<file path="config.mk">
export PLATFORM = sky130hd
export DESIGN_NAME = pdcc_ram
export DESIGN_NICKNAME = d
export VERILOG_FILES = /design/src/hdl/poisson_disk_candidate_check_defines.svh /design/src/hdl/pdcc_ram.sv
export SDC_FILE = /design/constraint.sdc
export NUM_CORES = 1
export LEC_CHECK = 0
export ABC_AREA = 1
export BUFFER_PORTS_ARGS = -buffer_cell sky130_fd_sc_hd__buf_4
export CORE_ASPECT_RATIO = 0.9
export CORE_MARGIN = 2
export CORE_UTILIZATION = 50
export CTS_BUF_LIST = sky130_fd_sc_hd__clkbuf_16
export DETAILED_ROUTE_END_ITERATION = 10
export GPL_ROUTABILITY_DRIVEN = 0
export PLACE_DENSITY = 0.76
export SYNTH_ARGS = -nofsm -noshare
export SYNTH_HDL_FRONTEND = slang
export SYNTH_SLANG_ARGS = --single-unit
</file>
<file path="constraint.sdc">
create_clock -name i_clk -period 2.1 [get_ports i_clk]
set_input_delay 0.42 -clock i_clk [delete_from_list [all_inputs] [get_ports i_clk]]
set_output_delay 0.42 -clock i_clk [all_outputs]
set_load 0.01 [all_outputs]
</file>
<file path="src/hdl/poisson_disk_candidate_check_defines.svh">
// ----------------------------------------------------------------------------
// poisson disk candidate check assertion macros
// shared property shapes for the engine checks
// ----------------------------------------------------------------------------
`ifndef POISSON_DISK_CANDIDATE_CHECK_DEFINES_SVH
`define POISSON_DISK_CANDIDATE_CHECK_DEFINES_SVH

// same-cycle implication
`define PDCC_ASSERT_NOW(lbl, ante, cons) \
    lbl: assert property (@(posedge i_clk) disable iff (!i_rst_n) (ante) |-> (cons)) \
        else $error("pdcc assertion failed");

// next-cycle implication
`define PDCC_ASSERT_NEXT(lbl, ante, cons) \
    lbl: assert property (@(posedge i_clk) disable iff (!i_rst_n) (ante) |=> (cons)) \
        else $error("pdcc assertion failed");

`endif

</file>
<file path="src/hdl/pdcc_ram.sv">
// ----------------------------------------------------------------------------
// pdcc_ram
// generic one write port, one read port ram with registered read data
// ----------------------------------------------------------------------------
module pdcc_ram #(
    parameter int WIDTH = 8,
    parameter int DEPTH = 16
) (
    input  logic                     i_clk,
    input  logic                     i_we,
    input  logic [$clog2(DEPTH)-1:0] i_waddr,
    input  logic [WIDTH-1:0]         i_wdata,
    input  logic [$clog2(DEPTH)-1:0] i_raddr,
    output logic [WIDTH-1:0]         o_rdata
);

    logic [WIDTH-1:0] r_mem [DEPTH];
    logic [WIDTH-1:0] r_rdata;

    always_ff @(posedge i_clk) begin
        if (i_we) begin
            r_mem[i_waddr] <= i_wdata;
        end
        r_rdata <= r_mem[i_raddr];
    end

    assign o_rdata = r_rdata;

endmodule

</file>
==> results of run 1 <==
[kinds of logic (layout without fill, tap and decap cells)]
logic type / after synthesis / count (layout) / share of synthesized area
flip-flops: 136 / 136 / 0.694
buffers and inverters: 126 / 178 / 0.0952
AND/OR/NAND/NOR: 289 / 289 / 0.210
[path summary, 6_finish.rpt]
| check | startpoint | endpoint | slack, ns | depth (start not counted) |
|---|---|---|---|---|
| worst max-delay path | o_rdata[5]$_DFF_P_ | o_rdata[5] | 0.79 | 1 |
| worst min-delay path | i_raddr[3] | o_rdata[5]$_DFF_P_ | 0.34 | 3 |
| worst max register to register | r_mem[8][1]$_DFFE_PP_ | o_rdata[1]$_DFF_P_ | 1.00 | 6 |
| worst min register to register | r_mem[6][7]$_DFFE_PP_ | o_rdata[7]$_DFF_P_ | 0.69 | 6 |
[synth_stat cells]
cell / number / area [um2]
buf_1: 1 / 3.75
buf_2: 13 / 65.1
buf_4: 4 / 30.0
buf_6: 6 / 67.6
dfxtp_1: 8 / 160
edfxtp_1: 128 / 3840
inv_1: 100 / 375
inv_2: 2 / 7.51
nand2_1: 173 / 649
nand3_1: 97 / 485
nand3b_1: 2 / 15.0
nor2_1: 17 / 63.8
[registers in the layout (all words and copies together), names as in the netlist]
| signal | flops |
|---|---|
| o_rdata | 8 |
| r_mem | 128 |
[final cells by class]
type,count,area (um2)
Timing Repair Buffer,44,343
Fill cell,870,4620
Sequential cell,136,4000
Clock inverter,15,163
Multi-Input combinational cell,289,1210
Inverter,102,383
Tap cell,156,195
Clock buffer,17,425
[power by group]
part | switching, W | internal (W) | total [W]
logic | 0.000270 | 0.000125 | 0.000395
registers | 0.0000180 | 0.00303 | 0.00305
clock network | 0.00110 | 0.00185 | 0.00294
total | 0.00138 | 0.00500 | 0.00639
[per-layer routing]
layer / global-route usage / routed length [um] / vias to the layer above
li1: - / - / 1852
met1: 0.322 / 5330 / 1896
met2: 0.339 / 6120 / 220
met3: 0.0495 / 1200 / 25
met4: 0.0975 / 334 / 0
met5: 0 / 0 / -
[per-stage QoR]
step / setup slack [ns] / utilization / total power (W) / instances / hold slack (ns)
floorplan: 0.729 / - / 0.00333 / 551 / 0.519
global placement: 0.522 / 0.541 / 0.00348 / 727 / 0.655
detailed placement: 0.456 / 0.541 / 0.00349 / 727 / 0.658
CTS: 0.773 / 0.593 / 0.00641 / 759 / 0.331
global route: 0.752 / 0.593 / 0.00655 / 759 / 0.349
finish: 0.791 / 0.593 / 0.00639 / 759 / 0.337
[worst register-to-register path, stage by stage (launching register included)]
cell and delay, ns:
edfxtp_1 0.36, inv_1 0.06, nand2_1 0.06, nand3_1 0.09, nand3_1 0.13, nand3_1 0.20, nand2_1 0.08
==> metrics.cfg, run 1 <==
[worst_setup_path]
end_kind = output pin
critical_path.top_delay_family = flip-flops
path_cells = buf_4
crit_required_ns = 1.68
cp.arrival_ns = 0.89
start_kind = flip-flop
path_max_fanout = 1
slowest_stage = dfxtp_1
slowest_delay_ns = 0.35
cp_num_buf_inv = 1
worst-setup-path-type = flip-flop to output pin

[sta]
achievable-frequency_ghz = 0.764
tightest_slew_ns = 0.651
hold_viol_final = 0
slew_violations = 0
rsz0062_at_grt = no
period_share = 0.623
tns_ns = 0
setup_viol = 0
post-route-min-period_ns = 1.31
fin_worst_skew_ns = 0.0105
relSlewSlack = 0.564

[yosys]
synth.distinct_cells = 12
syn-cell-area_um2 = 5770
avgSynthCellArea_um2 = 10.5
ys_seq_area_frac = 0.694
syn-instance-count = 551
synth_warnings = 0
synth_seq_cells = 136
synth_nets = 569

[pwr]
power_density_nw_per_um2 = 950
worst_ir_drop_vdd_mv = 0.546
leakagePower_nw = 2.92

[global_routing]
grt_max_degree = 65
grt_pass1_wl_mm = 20.5
antenna_found_initial = 0
grt_use_total = 0.227
grt_pass1_vias = 3982
grt-ovfl-total = 0

[finish]
drive_above_1_share = 0.124
n_antenna_cell = 0
layout.nets = 608
syn_to_final_growth_pct = 16.6
final_area_um2 = 6730
layout_common_cells = 173 x nand2_1, 128 x edfxtp_1, 101 x inv_1
layout_commonest_cell = nand2_1

[detailed_routing]
route.detailed.drc = 0
drt-initial-drc-count = 495
dr.pass1.iters = 5
vias = 3993
wirelength_mm = 13.0
vias_per_cell = 5.26
ant_nets = 0
wire_per_inst_um = 17.1

[die]
die_x_um = 117
fp-row-count = 37
dieArea_um2 = 12400
start_util = 0.508
boundaryPins = 26
core_um2 = 11300
dieHeight_um = 106

[clock_tree]
postCtsResizedCells = 0
tritoncts = done
path_clk_slew_ns = 0.05
cts_buffers = 17
cts_setup_buffers = 0
root_buffer = clkbuf_16
cts.sink_count = 136
ctsHoldBuffers = 0
ctsLongestPathBuffers = 2
cts_max_level = 4
clock_latency_ns = 0.41

[run]
drv_cap = 0

[place]
port_buffers = 25
place_hpwl_mm = 7.53
place_area_um2 = 6140

[hold_path]
worstHoldPathType = input port to flip-flop

[run_status]
outcome = finished, final reports clean

Note: power is estimated with default switching activity, not from simulation.
==> run 2, diff against run 1 <==
Settings changed: ABC_AREA 1 to 0.
Clock period 2.1 ns to 1.3 ns, I/O delays scaled along.
==> run 2 against run 1 <==
Clock-buffer cell count unchanged. Critical path depth increased by 2. Routed wire length decreased by 20%. Non-clock buffer count increased by 16. Final area decreased by 5.9%. Largest cell class unchanged. Synthesized cell count decreased by 58%. Global-route usage decreased by 2.5 points. Hold slack got worse by 0.18 ns.
==> metrics.cfg, run 2 <==
[run_status]
outcome = finished, final reports clean

[yosys]
synth_edf_count = 128  ; unchanged
syn-cell-area_um2 = 5150  ; -11%
synth_seq_cells = 136  ; unchanged
synth_warnings = 0  ; unchanged
synthFlopType = edfxtp_1
yosys.area.top_type = edfxtp_1
synth.distinct_cells = 19  ; +7
postSynth.asyncResetShare = 0  ; unchanged
ys_seq_area_frac = 0.778  ; +0.0835
synth_area_leaders = edfxtp_1 75%, mux4_2 7.9%, mux4_1 7.1%, dfxtp_1 3.1%, a22oi_1 2.3%
synth_top_area_frac = 0.747  ; +0.0802
syn-instance-count = 229  ; -58%
synth_nets = 247  ; -57%
avgSynthCellArea_um2 = 22.5  ; +110%
synth.most_common_cell = edfxtp_1
ys_top_cells_by_count = 128 x edfxtp_1, 18 x mux4_2, 16 x a22oi_1

[worst_setup_path]
end_kind = flip-flop
critical_path.top_delay_family = multiplexers
crit_path_start = r_mem[7][1]$_DFFE_PP_
path_max_fanout = 1  ; unchanged
slowest_delay_ns = 0.52  ; +0.17 ns
start_kind = flip-flop
rr_startpoint = r_mem[7][1]$_DFFE_PP_
cp.arrival_ns = 1.59  ; +0.70 ns
cp_num_buf_inv = 0  ; -1
path_cells = mux4_2 > a22oi_2 > nand2_1
slowest_stage = mux4_2
crit_required_ns = 1.59  ; -0.09 ns
worst-setup-path-type = flip-flop to flip-flop

[clock_tree]
cts_buffers = 17  ; unchanged
ctsLongestPathBuffers = 2  ; unchanged
cts.sink_count = 136  ; unchanged
ctsHoldBuffers = 0  ; unchanged
tritoncts = done
clock_latency_ns = 0.41  ; about the same
cts_max_level = 4  ; unchanged
path_clk_slew_ns = 0.06  ; about the same
root_buffer = clkbuf_16

[sta]
tns_ns = 0  ; unchanged
relSlewSlack = 0.402  ; -0.163
achievable-frequency_ghz = 0.771
fin_worst_skew_ns = 0.00642  ; -0.00412 ns
tightest_slew_ns = 0.895  ; +0.244 ns
period_share = 0.997
hold_viol_final = 0  ; unchanged
slew_violations = 0  ; unchanged
setup_viol = 0  ; unchanged
post-route-min-period_ns = 1.30
rsz0062_at_grt = yes

[global_routing]
grt_pass1_vias = 2522  ; -37%
grt_max_degree = 17  ; -74%
grt-ovfl-total = 0  ; unchanged
grt_pass1_wl_mm = 15.7  ; -23%
grt_use_total = 0.202  ; -0.0247
antenna_found_initial = 0  ; unchanged

[pwr]
finalPower_w = 0.0100  ; +57%
power_density_nw_per_um2 = 1580  ; +67%
worst_ir_drop_vdd_mv = 0.844  ; +55%
leakagePower_nw = 2.15  ; -26%

[die]
fp-row-count = 35  ; -5.4%
die_x_um = 111  ; -5.3%
boundaryPins = 26  ; unchanged
dieHeight_um = 100  ; -5.3%
core_um2 = 10100  ; -11%
start_util = 0.509  ; about the same
dieArea_um2 = 11100  ; -10%

[detailed_routing]
dr.pass1.iters = 4  ; -1
route.detailed.drc = 0  ; unchanged
wl_met1_mm = 4.10  ; -23%
vias = 2527  ; -37%
wirelength_mm = 10.4  ; -20%
highest_layer = met4
drt-initial-drc-count = 199  ; -60%
ant_nets = 0  ; unchanged
wire_per_inst_um = 23.6  ; +38%
met2_length_mm = 5.13  ; -16%
met3WireLength_mm = 1.01  ; -16%
vias_per_cell = 5.74  ; +9.2%

[finish]
n_fill_cell = 655  ; -25%
layout.nets = 316  ; -48%
layout_common_cells = 128 x edfxtp_1, 55 x buf_4, 31 x mux4_2
n_antenna_cell = 0  ; unchanged
drive_above_1_share = 0.437  ; +0.313
fin_cells = 440  ; -42%
syn_to_final_growth_pct = 23.0
largest_reg_flops = 128  ; unchanged
top_register = r_mem
layout_commonest_cell = edfxtp_1

[hold_path]
hp-start = i_wdata[5]
worstHoldPathType = input port to flip-flop

[place]
placed_cells_incl_taps = 409  ; -44%
place_hpwl_mm = 6.41  ; -15%
port_buffers = 25  ; unchanged

[run]
drv_cap = 0  ; unchanged

## run 2: repair_timing
action | CTS | global route
setup endpoints to repair | 7 | 7
pin swaps | 2 | 3
gates resized for setup | 7 | 4
buffers inserted | 0 | 0
## run 2: worst register-to-register path, delay by kind of cell (launching register included)
family | cells | cell delay (ns)
simple gates | 1 | 0.07
flops | 1 | 0.39
mux | 1 | 0.52
compound gates | 1 | 0.21
## run 2: path summary, 6_finish.rpt
check	endpoint	slack, ns	cells past startpoint
setup / recovery	o_rdata[1]$_DFF_P_	0.004	3
hold / removal	r_mem[4][5]$_DFFE_PP_	0.16	1
setup reg to reg	o_rdata[1]$_DFF_P_	0.004	3
hold reg to reg	o_rdata[0]$_DFF_P_	0.68	3
## run 2: cell type report
class	count	area (um2)	share of cell area
Sequential cell	136	4000	0.633
Clock buffer	17	425	0.0672
Multi-Input combinational cell	83	1090	0.172
Timing Repair Buffer	60	513	0.0810
Clock inverter	15	136	0.0215
Tap cell	129	161	0.0255
## run 2: metal layers
metal,global-route usage,vias to the layer above
met5,0,-
met2,0.319,121
met4,0.0712,0
met1,0.277,1294
met3,0.0580,17
li1,-,1095
## run 2: kinds of logic (layout without fill, tap and decap cells)
| family | after synthesis | count (layout) | synth area share |
|---|---|---|---|
| AO/OA/AOI/OAI | 16 | 16 | 0.0233 |
| flip-flops | 136 | 136 | 0.778 |
| AND/OR/NAND/NOR | 35 | 35 | 0.0318 |
| buffers and inverters | 10 | 92 | 0.0168 |
| multiplexers | 32 | 32 | 0.150 |
## run 2: power by group
part,switching (W),total [W],internal (W),leakage (nW)
Clock,0.00174,0.00453,0.00279,0.280
Sequential,0.0000361,0.00494,0.00490,1.22
Combinational,0.000292,0.000566,0.000274,0.649
## run 2: per-stage QoR
stage | cell area [um2] | hold WS, ns | util | worst slack (ns)
finish | 6330 | 0.156 | 0.626 | 0.00379
floorplan | 5180 | 0.359 | - | -0.0630
global placement | 5740 | 0.557 | 0.567 | -0.337
detailed placement | 5740 | 0.578 | 0.567 | -0.336
CTS | 6330 | 0.151 | 0.625 | -0.000553
global route | 6330 | 0.160 | 0.626 | -0.0446
